**config.mk**
```make
export PLATFORM = sky130hd
export DESIGN_NAME = dshot_four_motor_frame_encoder
export DESIGN_NICKNAME = d
export VERILOG_FILES = /design/src/rtl/dsfe_pkg.sv /design/src/rtl/dsfe_front.sv /design/src/rtl/dsfe_queue.sv /design/src/rtl/dsfe_back.sv /design/src/rtl/dshot_four_motor_frame_encoder.sv
export SDC_FILE = /design/constraint.sdc
export NUM_CORES = 1
export LEC_CHECK = 0
export BUFFER_PORTS_ARGS = -buffer_cell sky130_fd_sc_hd__buf_2
export CAP_MARGIN = 20
export CORE_MARGIN = 2
export CORE_UTILIZATION = 55
export CTS_CLUSTER_SIZE = 30
export DETAILED_ROUTE_END_ITERATION = 10
export HOLD_SLACK_MARGIN = 0.05
export PLACE_DENSITY = 0.86
export SKIP_CTS_REPAIR_TIMING = 1
export SLEW_MARGIN = 10
export SYNTH_ARGS = -nofsm -noshare
export SYNTH_HDL_FRONTEND = slang
export SYNTH_SLANG_ARGS = --single-unit
```
**constraint.sdc**
```tcl
create_clock -name clk_i -period 5.8 [get_ports clk_i]
set_input_delay 0.29 -clock clk_i [delete_from_list [all_inputs] [get_ports clk_i]]
set_output_delay 0.29 -clock clk_i [all_outputs]
set_load 0.01 [all_outputs]
```
**src/rtl/dsfe_pkg.sv**
```systemverilog
// ----------------------------------------------------------------------------
// dsfe_pkg
// Shared types and constants of the four-motor DShot frame encoder.
// ----------------------------------------------------------------------------
package dsfe_pkg;

  // Defaults for the top-level parameters
  localparam int NUM_MOTORS_DEF          = 4;
  localparam int FAILSAFE_TIMEOUT_US_DEF = 100000;

  // Pin lanes on the output beat and packet geometry
  localparam int LANES       = 4;
  localparam int PKT_W       = 16;
  localparam int VAL_W       = 11;
  localparam int BIT_IDX_W   = $clog2(PKT_W);
  localparam int FRAME_SLOTS = PKT_W * 3;

  // Stream and configuration widths
  localparam int IN_DATA_W  = 64;
  localparam int OUT_DATA_W = 8;
  localparam int IDLE_W     = 9;
  localparam int CFG_ADDR_W = 1;
  localparam int CFG_DATA_W = 9;

  // Frame queue between front and back
  localparam int QUEUE_DEPTH = 2;

  // Item kinds carried on tuser
  typedef enum logic {
    OP_THROTTLE = 1'b0,
    OP_COMMAND  = 1'b1
  } op_e;

  // Configuration register indexes
  typedef enum logic [CFG_ADDR_W-1:0] {
    REG_IDLE_OFFSET = 1'b0,
    REG_BIDIR_MODE  = 1'b1
  } reg_e;

  // Direction codes
  localparam logic [1:0] DIR_FORWARD = 2'd0;
  localparam logic [1:0] DIR_REVERSE = 2'd1;

  // Three slots of one packet bit
  typedef enum logic [1:0] {
    PH_HIGH = 2'd0,
    PH_DATA = 2'd1,
    PH_LOW  = 2'd2
  } phase_e;

  // One frame as handed from front to back
  typedef struct packed {
    logic [LANES-1:0]            valid;
    logic [LANES-1:0][PKT_W-1:0] pkt;
  } frame_t;

endpackage

```
**src/rtl/dsfe_front.sv**
```systemverilog
// ----------------------------------------------------------------------------
// dsfe_front
// Accepts items, runs the failsafe timer, maps throttle to a DShot value,
// keeps the per-motor packets and pushes complete frames into the queue.
// ----------------------------------------------------------------------------
module dsfe_front #(
  parameter int NUM_MOTORS          = dsfe_pkg::NUM_MOTORS_DEF,
  parameter int FAILSAFE_TIMEOUT_US = dsfe_pkg::FAILSAFE_TIMEOUT_US_DEF
) (
  input  logic                            clk_i,
  input  logic                            rst_ni,
  input  logic                            cfg_we_i,
  input  logic [dsfe_pkg::CFG_ADDR_W-1:0] cfg_addr_i,
  input  logic [dsfe_pkg::CFG_DATA_W-1:0] cfg_data_i,
  input  logic                            in_valid_i,
  output logic                            in_ready_o,
  input  logic [dsfe_pkg::IN_DATA_W-1:0]  in_data_i,
  input  logic                            in_op_i,
  input  logic                            q_ready_i,
  output logic                            q_push_o,
  output dsfe_pkg::frame_t                q_data_o
);

  localparam int VW = dsfe_pkg::VAL_W;
  localparam int PW = 2 * VW - 1;  // throttle x span product

  function automatic logic [dsfe_pkg::PKT_W-1:0] build_packet(
    input logic [VW-1:0] value,
    input logic          telem
  );
    logic [VW:0] p;
    p = {value, telem};
    return {p, p[3:0] ^ p[7:4] ^ p[11:8]};
  endfunction

  // Configuration registers
  logic [dsfe_pkg::IDLE_W-1:0] idle_q;
  logic                        bidir_q;

  always_ff @(posedge clk_i or negedge rst_ni) begin
    if (!rst_ni) begin
      idle_q  <= dsfe_pkg::IDLE_W'(30);
      bidir_q <= 1'b1;
    end else if (cfg_we_i) begin
      unique case (dsfe_pkg::reg_e'(cfg_addr_i))
        dsfe_pkg::REG_IDLE_OFFSET: idle_q  <= cfg_data_i[dsfe_pkg::IDLE_W-1:0];
        dsfe_pkg::REG_BIDIR_MODE:  bidir_q <= cfg_data_i[0];
      endcase
    end
  end

  // Unpack the input beat
  logic [1:0]  in_idx;
  logic [9:0]  in_thr;
  logic [1:0]  in_dir;
  logic        in_ground;
  logic        in_fs;
  logic [31:0] in_now;
  logic [VW-1:0] in_cmd;

  assign in_idx    = in_data_i[1:0];
  assign in_thr    = in_data_i[11:2];
  assign in_dir    = in_data_i[13:12];
  assign in_ground = in_data_i[14];
  assign in_fs     = in_data_i[15];
  assign in_now    = in_data_i[47:16];
  assign in_cmd    = in_data_i[58:48];

  // Range span, its upper clamp and base code
  logic [VW-1:0] span, bsub, bmax, base;
  logic [PW-1:0] prod;
  logic          dir_bad;

  always_comb begin
    if (bidir_q) begin
      span = 11'd1000 - VW'(idle_q);
      base = ((in_dir == dsfe_pkg::DIR_REVERSE) ? 11'd1048 : 11'd48) + VW'(idle_q);
    end else begin
      span = 11'd2001 - {1'b0, idle_q, 1'b0};
      base = 11'd48 + {1'b0, idle_q, 1'b0};
    end
    // floor(999*span/1000) is span less ceil(span/1000)
    if (span > 11'd2000)      bsub = 11'd3;
    else if (span > 11'd1000) bsub = 11'd2;
    else                      bsub = 11'd1;
    bmax    = span - bsub;
    prod    = PW'(in_thr) * PW'(span);
    dir_bad = bidir_q && (in_dir != dsfe_pkg::DIR_FORWARD) && (in_dir != dsfe_pkg::DIR_REVERSE);
  end

  // Failsafe timer
  logic        accept, upd;
  logic [31:0] fs_start_q, fs_start_d, elapsed;
  logic        fs_timing_q, fs_timing_d;
  logic        fs_exp_q, fs_exp_d;
  logic        force_zero;

  assign accept     = in_valid_i && in_ready_o;
  assign upd        = accept && (dsfe_pkg::op_e'(in_op_i) == dsfe_pkg::OP_THROTTLE);
  assign elapsed    = in_now - fs_start_q;
  assign force_zero = in_fs && fs_timing_q &&
                      (fs_exp_q || (elapsed > 32'(FAILSAFE_TIMEOUT_US)));

  always_comb begin
    fs_start_d  = fs_start_q;
    fs_timing_d = fs_timing_q;
    fs_exp_d    = fs_exp_q;
    if (upd) begin
      if (in_fs) begin
        if (!fs_timing_q) begin
          fs_start_d  = in_now;
          fs_timing_d = 1'b1;
          fs_exp_d    = 1'b0;
        end
      end else begin
        fs_timing_d = 1'b0;
        fs_exp_d    = 1'b0;
      end
    end
  end

  always_ff @(posedge clk_i or negedge rst_ni) begin
    if (!rst_ni) begin
      fs_start_q  <= '0;
      fs_timing_q <= 1'b1;
      fs_exp_q    <= 1'b1;
    end else begin
      fs_start_q  <= fs_start_d;
      fs_timing_q <= fs_timing_d;
      fs_exp_q    <= fs_exp_d;
    end
  end

  // Stage 1 register: product and classification
  logic          s1_valid_q;
  dsfe_pkg::op_e s1_op_q;
  logic [1:0]    s1_idx_q;
  logic [VW-1:0] s1_cmd_q, s1_bmax_q, s1_base_q;
  logic [PW-1:0] s1_prod_q;
  logic          s1_zero_q;
  logic          s1_go, frame_req;

  assign in_ready_o = !s1_valid_q || s1_go;

  always_ff @(posedge clk_i or negedge rst_ni) begin
    if (!rst_ni) begin
      s1_valid_q <= 1'b0;
    end else if (in_ready_o) begin
      s1_valid_q <= in_valid_i;
    end
  end

  always_ff @(posedge clk_i) begin
    if (accept) begin
      s1_op_q   <= dsfe_pkg::op_e'(in_op_i);
      s1_idx_q  <= in_idx;
      s1_cmd_q  <= in_cmd;
      s1_prod_q <= prod;
      s1_bmax_q <= bmax;
      s1_base_q <= base;
      s1_zero_q <= dir_bad || in_ground || force_zero;
    end
  end

  // Stage 2: clamp, add, build the packet
  logic [VW-1:0]                 scaled, value;
  logic [dsfe_pkg::PKT_W-1:0]    new_pkt;
  logic                          is_cmd;

  assign is_cmd = (s1_op_q == dsfe_pkg::OP_COMMAND);
  assign scaled = s1_prod_q[PW-1:10];

  always_comb begin
    value   = s1_zero_q ? '0 :
              s1_base_q + ((scaled < s1_bmax_q) ? scaled : s1_bmax_q);
    new_pkt = is_cmd ? build_packet(s1_cmd_q, 1'b1) : build_packet(value, 1'b0);
  end

  // Packet store and frame assembly
  logic [dsfe_pkg::LANES-1:0]                     st_valid_q, st_valid_d;
  logic [dsfe_pkg::LANES-1:0][dsfe_pkg::PKT_W-1:0] st_pkt_q;
  dsfe_pkg::frame_t                               frame;

  assign frame_req = is_cmd || (int'(s1_idx_q) == NUM_MOTORS - 1);
  assign s1_go     = s1_valid_q && (!frame_req || q_ready_i);
  assign q_push_o  = s1_go && frame_req;
  assign q_data_o  = frame;

  always_comb begin
    for (int m = 0; m < dsfe_pkg::LANES; m++) begin
      if (m < NUM_MOTORS && (is_cmd || s1_idx_q == 2'(m))) begin
        frame.valid[m] = 1'b1;
        frame.pkt[m]   = new_pkt;
      end else begin
        frame.valid[m] = st_valid_q[m];
        frame.pkt[m]   = st_pkt_q[m];
      end
    end
    st_valid_d = st_valid_q;
    if (s1_go) begin
      st_valid_d = frame_req ? '0 : frame.valid;
    end
  end

  always_ff @(posedge clk_i or negedge rst_ni) begin
    if (!rst_ni) begin
      st_valid_q <= '0;
    end else begin
      st_valid_q <= st_valid_d;
    end
  end

  always_ff @(posedge clk_i) begin
    if (s1_go) begin
      st_pkt_q <= frame.pkt;
    end
  end

endmodule

```
**src/rtl/dsfe_queue.sv**
```systemverilog
// ----------------------------------------------------------------------------
// dsfe_queue
// Short frame queue decoupling the front from the slot serialiser.
// ----------------------------------------------------------------------------
module dsfe_queue (
  input  logic             clk_i,
  input  logic             rst_ni,
  input  logic             push_i,
  input  dsfe_pkg::frame_t data_i,
  output logic             ready_o,
  output logic             valid_o,
  output dsfe_pkg::frame_t data_o,
  input  logic             pop_i
);

  localparam int DEPTH = dsfe_pkg::QUEUE_DEPTH;
  localparam int PTR_W = (DEPTH > 1) ? $clog2(DEPTH) : 1;
  localparam int CNT_W = $clog2(DEPTH + 1);

  dsfe_pkg::frame_t mem_q [DEPTH];
  logic [PTR_W-1:0] wr_ptr_q, wr_ptr_d, rd_ptr_q, rd_ptr_d;
  logic [CNT_W-1:0] cnt_q, cnt_d;
  logic             do_push, do_pop;

  assign ready_o = (cnt_q != CNT_W'(DEPTH));
  assign valid_o = (cnt_q != '0);
  assign data_o  = mem_q[rd_ptr_q];
  assign do_push = push_i && ready_o;
  assign do_pop  = pop_i && valid_o;

  // Pointer and fill count update
  always_comb begin
    wr_ptr_d = wr_ptr_q;
    rd_ptr_d = rd_ptr_q;
    cnt_d    = cnt_q;
    if (do_push) begin
      wr_ptr_d = (wr_ptr_q == PTR_W'(DEPTH - 1)) ? '0 : wr_ptr_q + 1'b1;
    end
    if (do_pop) begin
      rd_ptr_d = (rd_ptr_q == PTR_W'(DEPTH - 1)) ? '0 : rd_ptr_q + 1'b1;
    end
    if (do_push && !do_pop)      cnt_d = cnt_q + 1'b1;
    else if (!do_push && do_pop) cnt_d = cnt_q - 1'b1;
  end

  always_ff @(posedge clk_i or negedge rst_ni) begin
    if (!rst_ni) begin
      wr_ptr_q <= '0;
      rd_ptr_q <= '0;
      cnt_q    <= '0;
    end else begin
      wr_ptr_q <= wr_ptr_d;
      rd_ptr_q <= rd_ptr_d;
      cnt_q    <= cnt_d;
    end
  end

  always_ff @(posedge clk_i) begin
    if (do_push) begin
      mem_q[wr_ptr_q] <= data_i;
    end
  end

endmodule

```
**src/rtl/dsfe_back.sv**
```systemverilog
// ----------------------------------------------------------------------------
// dsfe_back
// Slot serialiser: turns one frame into 48 pin-level beats, MSB first,
// with a registered output stage.
// ----------------------------------------------------------------------------
module dsfe_back (
  input  logic                            clk_i,
  input  logic                            rst_ni,
  input  logic                            q_valid_i,
  input  dsfe_pkg::frame_t                q_data_i,
  output logic                            q_pop_o,
  output logic                            out_valid_o,
  input  logic                            out_ready_i,
  output logic [dsfe_pkg::LANES-1:0]      out_pins_o,
  output logic                            out_last_o
);

  localparam int BW = dsfe_pkg::BIT_IDX_W;

  logic                        act_q, act_d;
  dsfe_pkg::frame_t            fr_q;
  logic [BW-1:0]               bit_q, bit_d;
  dsfe_pkg::phase_e            ph_q, ph_d;
  logic                        ov_q, ov_d;
  logic [dsfe_pkg::LANES-1:0]  pins_q, pins_d, slot;
  logic                        last_q, last_d;
  logic                        adv, fin, load;

  assign adv     = act_q && (!ov_q || out_ready_i);
  assign fin     = adv && (bit_q == BW'(dsfe_pkg::PKT_W - 1)) && (ph_q == dsfe_pkg::PH_LOW);
  assign load    = (!act_q || fin) && q_valid_i;
  assign q_pop_o = load;

  // Pin levels of the current slot
  always_comb begin
    unique case (ph_q)
      dsfe_pkg::PH_HIGH: slot = fr_q.valid;
      dsfe_pkg::PH_DATA: begin
        for (int m = 0; m < dsfe_pkg::LANES; m++) begin
          slot[m] = fr_q.valid[m] && fr_q.pkt[m][~bit_q];
        end
      end
      default:           slot = '0;
    endcase
  end

  // Slot sequencing and output register
  always_comb begin
    act_d  = act_q;
    bit_d  = bit_q;
    ph_d   = ph_q;
    ov_d   = ov_q;
    pins_d = pins_q;
    last_d = last_q;
    if (adv) begin
      ov_d   = 1'b1;
      pins_d = slot;
      last_d = fin;
      unique case (ph_q)
        dsfe_pkg::PH_HIGH: ph_d = dsfe_pkg::PH_DATA;
        dsfe_pkg::PH_DATA: ph_d = dsfe_pkg::PH_LOW;
        default: begin
          ph_d  = dsfe_pkg::PH_HIGH;
          bit_d = bit_q + 1'b1;
        end
      endcase
    end else if (out_ready_i) begin
      ov_d = 1'b0;
    end
    if (load) begin
      act_d = 1'b1;
      bit_d = '0;
      ph_d  = dsfe_pkg::PH_HIGH;
    end else if (fin) begin
      act_d = 1'b0;
    end
  end

  always_ff @(posedge clk_i or negedge rst_ni) begin
    if (!rst_ni) begin
      act_q <= 1'b0;
      bit_q <= '0;
      ph_q  <= dsfe_pkg::PH_HIGH;
      ov_q  <= 1'b0;
    end else begin
      act_q <= act_d;
      bit_q <= bit_d;
      ph_q  <= ph_d;
      ov_q  <= ov_d;
    end
  end

  always_ff @(posedge clk_i) begin
    pins_q <= pins_d;
    last_q <= last_d;
    if (load) begin
      fr_q <= q_data_i;
    end
  end

  assign out_valid_o = ov_q;
  assign out_pins_o  = pins_q;
  assign out_last_o  = last_q;

endmodule

```
**src/rtl/dshot_four_motor_frame_encoder.sv**
```systemverilog
// ----------------------------------------------------------------------------
// dshot_four_motor_frame_encoder
// Four-motor DShot frame encoder: throttle mapping, packet framing and
// pin-slot serialisation.
// ----------------------------------------------------------------------------
// Usage:
//   Slave stream carries one item per beat: tuser is the opcode (throttle
//   update or command to all motors), tdata the packed item fields. A
//   throttle update for the last motor, or any command, closes a frame.
//   Master stream gives one beat per pin slot: tdata[3:0] are the four
//   motor pin levels, tlast marks the 48th slot of a frame.
//   Throughput: items that close no frame are taken one per cycle; a frame
//   is 48 output beats, one slot per cycle unless the master side stalls. A
//   two-entry frame queue lets the front keep accepting while a frame is
//   being shifted out; the front stalls only when that queue is full.
//   Path: after the closing item is accepted, its frame passes the stage-1
//   register, queue write, serialiser load and output register to the pins.
//   Reset: packet store emptied, idle offset 30, bidirectional mode on,
//   failsafe timer held as expired until failsafe is once seen inactive.
//   A stalled master side holds the current beat; the frame in progress
//   waits, and the queue and front back up behind it.
//   Configuration: write port, index 0 idle offset, index 1 mode.
// ----------------------------------------------------------------------------
module dshot_four_motor_frame_encoder #(
  parameter int NUM_MOTORS          = dsfe_pkg::NUM_MOTORS_DEF,
  parameter int FAILSAFE_TIMEOUT_US = dsfe_pkg::FAILSAFE_TIMEOUT_US_DEF
) (
  input  logic                             clk_i,
  input  logic                             rst_ni,
  input  logic                             cfg_we_i,
  input  logic [dsfe_pkg::CFG_ADDR_W-1:0]  cfg_addr_i,
  input  logic [dsfe_pkg::CFG_DATA_W-1:0]  cfg_data_i,
  input  logic                             s_axis_tvalid_i,
  output logic                             s_axis_tready_o,
  // motor_index[1:0], throttle[11:2], direction[13:12], on_ground[14],
  // failsafe_active[15], now_us[47:16], command_value[58:48], zero above
  input  logic [dsfe_pkg::IN_DATA_W-1:0]   s_axis_tdata_i,
  // opcode
  input  logic                             s_axis_tuser_i,
  output logic                             m_axis_tvalid_o,
  input  logic                             m_axis_tready_i,
  // pin_levels[3:0], zero above
  output logic [dsfe_pkg::OUT_DATA_W-1:0]  m_axis_tdata_o,
  output logic                             m_axis_tlast_o
);

  logic                        q_push, q_ready, q_valid, q_pop;
  dsfe_pkg::frame_t            q_wdata, q_rdata;
  logic [dsfe_pkg::LANES-1:0]  pins;

  dsfe_front #(
    .NUM_MOTORS          (NUM_MOTORS),
    .FAILSAFE_TIMEOUT_US (FAILSAFE_TIMEOUT_US)
  ) u_front (
    .clk_i      (clk_i),
    .rst_ni     (rst_ni),
    .cfg_we_i   (cfg_we_i),
    .cfg_addr_i (cfg_addr_i),
    .cfg_data_i (cfg_data_i),
    .in_valid_i (s_axis_tvalid_i),
    .in_ready_o (s_axis_tready_o),
    .in_data_i  (s_axis_tdata_i),
    .in_op_i    (s_axis_tuser_i),
    .q_ready_i  (q_ready),
    .q_push_o   (q_push),
    .q_data_o   (q_wdata)
  );

  dsfe_queue u_queue (
    .clk_i   (clk_i),
    .rst_ni  (rst_ni),
    .push_i  (q_push),
    .data_i  (q_wdata),
    .ready_o (q_ready),
    .valid_o (q_valid),
    .data_o  (q_rdata),
    .pop_i   (q_pop)
  );

  dsfe_back u_back (
    .clk_i       (clk_i),
    .rst_ni      (rst_ni),
    .q_valid_i   (q_valid),
    .q_data_i    (q_rdata),
    .q_pop_o     (q_pop),
    .out_valid_o (m_axis_tvalid_o),
    .out_ready_i (m_axis_tready_i),
    .out_pins_o  (pins),
    .out_last_o  (m_axis_tlast_o)
  );

  assign m_axis_tdata_o = dsfe_pkg::OUT_DATA_W'(pins);

endmodule

```
## Word level (Yosys, flattened, before mapping)

Memory sizes are Yosys's and may differ from the RTL's. A register that Yosys moved wholly into a read port is not among the register bits.
Index checks and enable logic that the tools add are counted.

| word-level totals | value |
|---|---|
| register bits | 188 |
| bits in latches | 0 |
| bits in writable memories | 136 |
| bits in read-only memories | 0 |
| output and inout bits | 11 |
| word-level logic and storage cells | 163 |
| memories | 1 |

| operators by class | value |
|---|---|
| add/subtract/negate cells | 12 |
| multipliers | 1 |
| divide/modulo/power cells | 0 |
| magnitude comparators | 5 |
| equality and inequality tests | 12 |
| shift-type cells | 0 |
| multiplexer cells | 45 |
| bitwise logic cells | 8 |
| reductions and logical operators | 52 |

Memories:

| memory | depth | width | rd ports | clocked after Yosys merged registers in | wr ports | RTL line | text |
|---|---|---|---|---|---|---|---|
| u_queue.mem_q | 2 | 68 | 1 | 1 | 1 | dsfe_queue.sv:20 | `dsfe_pkg::frame_t mem_q [DEPTH];` |

Operators with widths:

| kind | number |
|---|---|
| 2-to-1 mux 16 bit | 5 |
| 2-to-1 mux 11 bit | 6 |
| greater-than comparator 32 x 17 -> 1 bit (second input constant) | 1 |
| subtractor 32 bit | 1 |
| multiplier 10 x 11 -> 21 bit | 1 |
| logical AND 1 bit | 20 |
| 2-to-1 mux 1 bit | 19 |
| binary-select mux 1 bit (select 4 bit) | 4 |
| 2-to-1 mux 4 bit | 4 |
| bitwise XOR 4 bit | 4 |
| logical OR 1 bit | 12 |
| nonzero test 2 bit | 6 |
| adder 11 bit | 1 |
| adder 11 x 9 -> 11 bit | 1 |
| adder 6 x 10 -> 11 bit (first input constant) | 1 |
| greater-than comparator 11 x 10 -> 1 bit (second input constant) | 1 |
| greater-than comparator 11 bit (second input constant) | 1 |
| less-than comparator 11 bit | 1 |
| subtractor 10 x 9 -> 11 bit (first input constant) | 1 |
| subtractor 11 x 10 -> 11 bit (first input constant) | 1 |
| subtractor 11 bit | 1 |
| 2-to-1 mux 2 bit | 5 |
| == test 2 x 1 -> 1 bit (second input constant) | 4 |
| one-hot mux 4 bit (2 select lines) | 1 |
| 17 further kinds | 33 |

## Logic depth before layout (Yosys ltp)

| logic depth | value |
|---|---|
| word-level depth | 11 |
| gate-level depth with buffers | 28 |
| gate-level depth less buffers | 27 |

## Modules after synthesis

A second synthesis with hierarchy kept.

| second synthesis, totals | value |
|---|---|
| cell total of the unflattened synthesis | 1841 |
| area total of the unflattened synthesis | 21813.4 µm² |

Modules (own cells, without submodules):

| module | instances | cells an instance | area each (µm²) | sequential area each (µm²) |
|---|---|---|---|---|
| dsfe_front | 1 | 1442 | 13414.1 | 4598.2 |
| dsfe_queue | 1 | 230 | 5143.7 | 4184.0 |
| dsfe_back | 1 | 164 | 3221.8 | 2392.3 |
| dshot_four_motor_frame_encoder | 1 | 5 | 33.8 | 0.0 |

## Worst setup path before layout

OpenSTA, ideal clock, no wires.

| path | value |
|---|---|
| path type | register -> register |
| start | register u_front.idle_q[3] (netlist bit) |
| end | register u_front.s1_prod_q[16] (data pin) |
| library setup time | 0.260 ns |
| arrival time | 6.099 ns |
| required time | 5.540 ns |
| path slack | -0.558 ns |
| stages on the path, launching flop included | 27 |
| buffers on the path | 1 |
| cell sequence | dfstp_2 -> inv_1 -> ha_1 -> a21oi_1 -> xnor2_1 -> nand2_1 -> o21ai_1 -> clkbuf_1 -> nand2_1 -> fa_1 -> inv_1 -> fa_1 -> inv_1 -> fa_1 -> inv_1 -> fa_1 -> inv_1 -> fa_1 -> inv_1 -> ha_1 -> a21o_1 -> a21oi_1 -> a311oi_2 -> a41o_1 -> o21ai_1 -> nor2b_1 -> xnor2_1 |

| on the way | value |
|---|---|
| cells in the longest elaborated chain, start to end | 3 |
| elaborated cells on any way between the ends | 4 |
| those cells by class | add/sub: 2; mul: 1; mux: 1 |

RTL lines:

| item | RTL line | text |
|---|---|---|
| start: declaration | dsfe_front.sv:37 | `logic [dsfe_pkg::IDLE_W-1:0] idle_q;` |
| start signal: assignment | dsfe_front.sv:42 | `idle_q <= dsfe_pkg::IDLE_W'(30);` |
| start signal: assignment | dsfe_front.sv:46 | `dsfe_pkg::REG_IDLE_OFFSET: idle_q <= cfg_data_i[dsfe_pkg::IDLE_W-1:0];` |
| subtractor 11 x 10 -> 11 bit / subtractor 10 x 9 -> 11 bit (equally long branches) | dsfe_front.sv:79, dsfe_front.sv:76 |  |
| 2-to-1 mux 11 bit * | dsfe_front.sv:75 | `if (bidir_q) begin` |
| multiplier 10 x 11 -> 21 bit * | dsfe_front.sv:87 | `prod = PW'(in_thr) * PW'(span);` |
| via u_front.prod[16] | dsfe_front.sv:71 | `logic [PW-1:0] prod;` |
| end signal: assignment | dsfe_front.sv:158 | `s1_prod_q <= prod;` |
| end: declaration | dsfe_front.sv:139 | `logic [PW-1:0] s1_prod_q;` |

The timed path passes the listed nets; every way through them passes the cells marked *.
A chain may end at the register's enable or synchronous reset.

## Worst setup path after layout

| path | value |
|---|---|
| start | register u_front.idle_q[1] (netlist bit) |
| end | register u_front.s1_prod_q[16] (data pin) |

Same word-level chain as after synthesis.

==> impl_metrics.json <==
{
  "overflow": 0,
  "final_area_sq_um": 25000,
  "fmax_ghz": 0.163,
  "violations": "setup timing",
  "worstHoldPathType": "in2reg",
  "p_per_area_nw_per_um2": 669,
  "path_buf_inv": 5,
  "worst_setup_path_end_kind": "flop",
  "relSlewSlack_pct": 24.6,
  "io_pins": 91,
  "layout_common_cells": "edfxtp_1 (321), nand2_1 (160), nor2_1 (138)",
  "die_area_sq_um": 41100,
  "crit_path_max_incr_delay_ns": 0.55,
  "fin_setup_tns_ns": -2.09,
  "cp_max_fo": 5,
  "synth_edf_count": 321,
  "cts_tree": "done",
  "cts_root_buffer": "clkbuf_16",
  "synthFlopType": "edfxtp_1",
  "antenna_left": 0,
  "max-vdd-ir-drop_mv": 0.854,
  "coreArea_sq_um": 38800,
  "skew_ns": 0.0219,
  "num_vias": 14600,
  "vias_per_cell": 5.80,
  "gp_congestion": 0.900,
  "synth-async-reset-ratio_pct": 16.0,
  "setup_viol": 8,
  "htreeDepth": 2,
  "power_leakage_nw": 10.0,
  "synth_area_sq_um": 21700,
  "grt_max_degree": 70,
  "drtIter0Drc": 1356,
  "yosys_warnings": 0,
  "critPathSlowestCell": "dfstp_2",
  "drc": 0,
  "dieHeight_um": 203,
  "clk_pin_slew_ns": 0.07,
  "critPathKind": "reg2reg",
  "wire_per_inst_um": 19.3,
  "cp.arrival_ns": 6.43,
  "area_delta_synth_final_pct": 15.0,
  "numCtsBuffers": 38,
  "final-max-slew-violation-count": 0,
  "antenna_found_initial": 2,
  "fin_nets": 2233,
  "synth_cells": 1796,
  "rsz0062_at_grt": "true",
  "finalHoldViolations": 0,
  "placed_area_sq_um": 23000,
  "rows": 72,
  "critPathTopFamily": "adder cells",
  "cpMostUsedCell": "fa_1",
  "grt_pass1_vias": 14500,
  "initial_core_util_pct": 55.9,
  "syn_avg_cell_area_sq_um": 12.1,
  "cts_num_sinks": 382,
  "first_pass_iters": 5,
  "drive_above_1_share_pct": 20.2,
  "drv_cap": 0,
  "min_period_ns": 6.14,
  "final_common_cell": "edfxtp_1",
  "outcome": "finished, violations left",
  "cts_buffer_depth": 3,
  "whs_ns": 0.0572,
  "finalWorstSetupSlack_ns": -0.343,
  "io_buffers": 81,
  "ys_seq_area_share_pct": 51.5,
  "critPathRequiredTime_ns": 6.09,
  "grt_first_pass_wirelength_mm": 75.7,
  "fp.dieW_um": 203,
  "crit_path_start_kind": "flop",
  "routed_wl_mm": 48.6,
  "ys_types": 80,
  "finish.utilization_pct": 64.3,
  "ys_seq_elements": 382,
  "grtUsageTotal_pct": 23.2,
  "clk-insertion-delay-late_ns": 0.54,
  "post-route-period-util_pct": 106,
  "dpl.hpwl_mm": 33.2,
  "max_slew.worst_pin.slew_ns": 1.12
}
## area by class of cell
class / count / area [sq um]
well taps: 518 / 648
clock buffers: 47 / 1040
repair buffers: 204 / 1490
clock inverters: 20 / 144
fillers: 2747 / 13900
diodes: 1 / 2.50
inverters: 146 / 548
flip-flops and latches: 382 / 11200
multi-input cells: 1193 / 9920
## stage by stage
stage / total power, mW / instances / setup WS (ns)
3_5_place_dp: 13.3 / 2381 / -0.361
5_1_grt: 18.0 / 2511 / -0.574
6_report: 16.7 / 2511 / -0.343
2_1_floorplan: 10.7 / 1799 / -0.199
4_1_cts: 15.7 / 2448 / -0.382
3_3_place_gp: 12.7 / 2381 / -0.144
## final timing paths
check | slack (ns) | to | cells past startpoint | start
worst min register to register | 0.49 | u_front.fs_exp_q$_DFFE_PN1P_ | 1 | u_front.fs_exp_q$_DFFE_PN1P_
worst max register to register | -0.34 | u_front.s1_prod_q[16]$_DFFE_PP_ | 26 | u_front.idle_q[1]$_DFFE_PN1P_
max in group asynchronous | 4.78 | u_queue.rd_ptr_q$_DFFE_PN0P_ | 3 | rst_ni
min in group asynchronous | 0.45 | u_back.ph_q[1]$_DFFE_PN0P_ | 3 | rst_ni
worst min-delay path | 0.06 | u_front.fs_start_q[1]$_DFFE_PN0P_ | 3 | s_axis_tdata_i[17]
worst max-delay path | -0.34 | u_front.s1_prod_q[16]$_DFFE_PP_ | 26 | u_front.idle_q[1]$_DFFE_PN1P_
## synth_stat cells, types with 14 or more instances
library cell	n	area share, %
ha_1	116	6.7
inv_1	146	2.5
nor2b_1	21	0.61
nand3_1	16	0.37
nor2_1	140	2.4
a21oi_1	81	1.9
mux2_2	102	5.3
xor2_1	26	1.0
dfrtp_1	54	6.2
nor3_1	24	0.55
nand2b_1	20	0.58
o21ai_1	14	0.32
edfxtp_1	321	44
xnor2_1	53	2.1
and2_1	64	1.8
mux4_2	20	2.1
nand2_1	165	2.9
o21ai_0	45	1.0
mux2i_1	15	0.69
clkbuf_1	57	0.99
fa_1	72	6.6
## registers in the layout, summed over array words and instances, names as in the netlist, 2 cells and up
signal / flops
u_front.s1_base_q: 11
u_front.s1_prod_q: 11
u_front.fs_start_q: 32
u_back.fr_q: 68
u_front.st_pkt_q: 64
u_front.st_valid_q: 4
u_front.idle_q: 9
u_back.bit_q: 4
u_queue.cnt_q: 2
u_front.s1_cmd_q: 11
u_queue.mem_q: 136
u_front.s1_idx_q: 2
u_back.ph_q: 2
u_back.out_pins_o: 4
u_front.s1_bmax_q: 11
## worst reg2reg max path: stages (launching register included)
cell and delay, ns:
dfstp_2 0.55, inv_2 0.05, ha_4 0.17, nand2b_4 0.08
a21oi_4 0.06, nor2b_4 0.15, buf_6 0.11, and3_4 0.18
xnor2_2 0.12, mux2_4 0.20, nand2_2 0.06, fa_1 0.50
inv_2 0.05, fa_1 0.52, fa_1 0.43, fa_1 0.51
inv_2 0.04, fa_1 0.53, inv_2 0.05, ha_4 0.26
and3_4 0.16, o211ai_1 0.13, a311oi_2 0.29, a41o_1 0.32
o21ai_2 0.11, nor2b_4 0.15, xnor2_2 0.13
## cells by family (layout without fill, tap and decap cells)
| kind of cell | count (synthesis) | in the layout | share of synthesized area, % |
|---|---|---|---|
| and+or+nand+nor | 505 | 505 | 11.0 |
| AOI/OAI and AO/OA | 270 | 270 | 8.38 |
| xor gates and xnor gates | 80 | 80 | 3.26 |
| adders and majority gates | 188 | 188 | 13.3 |
| buffers and inverters | 224 | 417 | 4.04 |
| DFF | 382 | 382 | 51.5 |
| muxes | 146 | 146 | 8.52 |
| other | 1 | 5 | 0.0173 |
## layer usage
metal | vias to the layer above | track usage (%) | wire, um | share of wire, %
met2 | 541 | 39.4 | 24600 | 51
met4 | 2 | 7.12 | 1380 | 2.8
met1 | 7180 | 30.8 | 19600 | 40
li1 | 6734 | - | - | -
met5 | - | 0 | 13 | 0.027
met3 | 100 | 3.71 | 3000 | 6.2
## power by group
group | total (mW) | switching [mW] | internal, mW
clock network | 2.35 | 1.03 | 1.32
registers | 4.49 | 0.338 | 4.16
logic | 9.85 | 5.34 | 4.52
total | 16.7 | 6.70 | 9.99
Power figures use the tool's default switching activity.
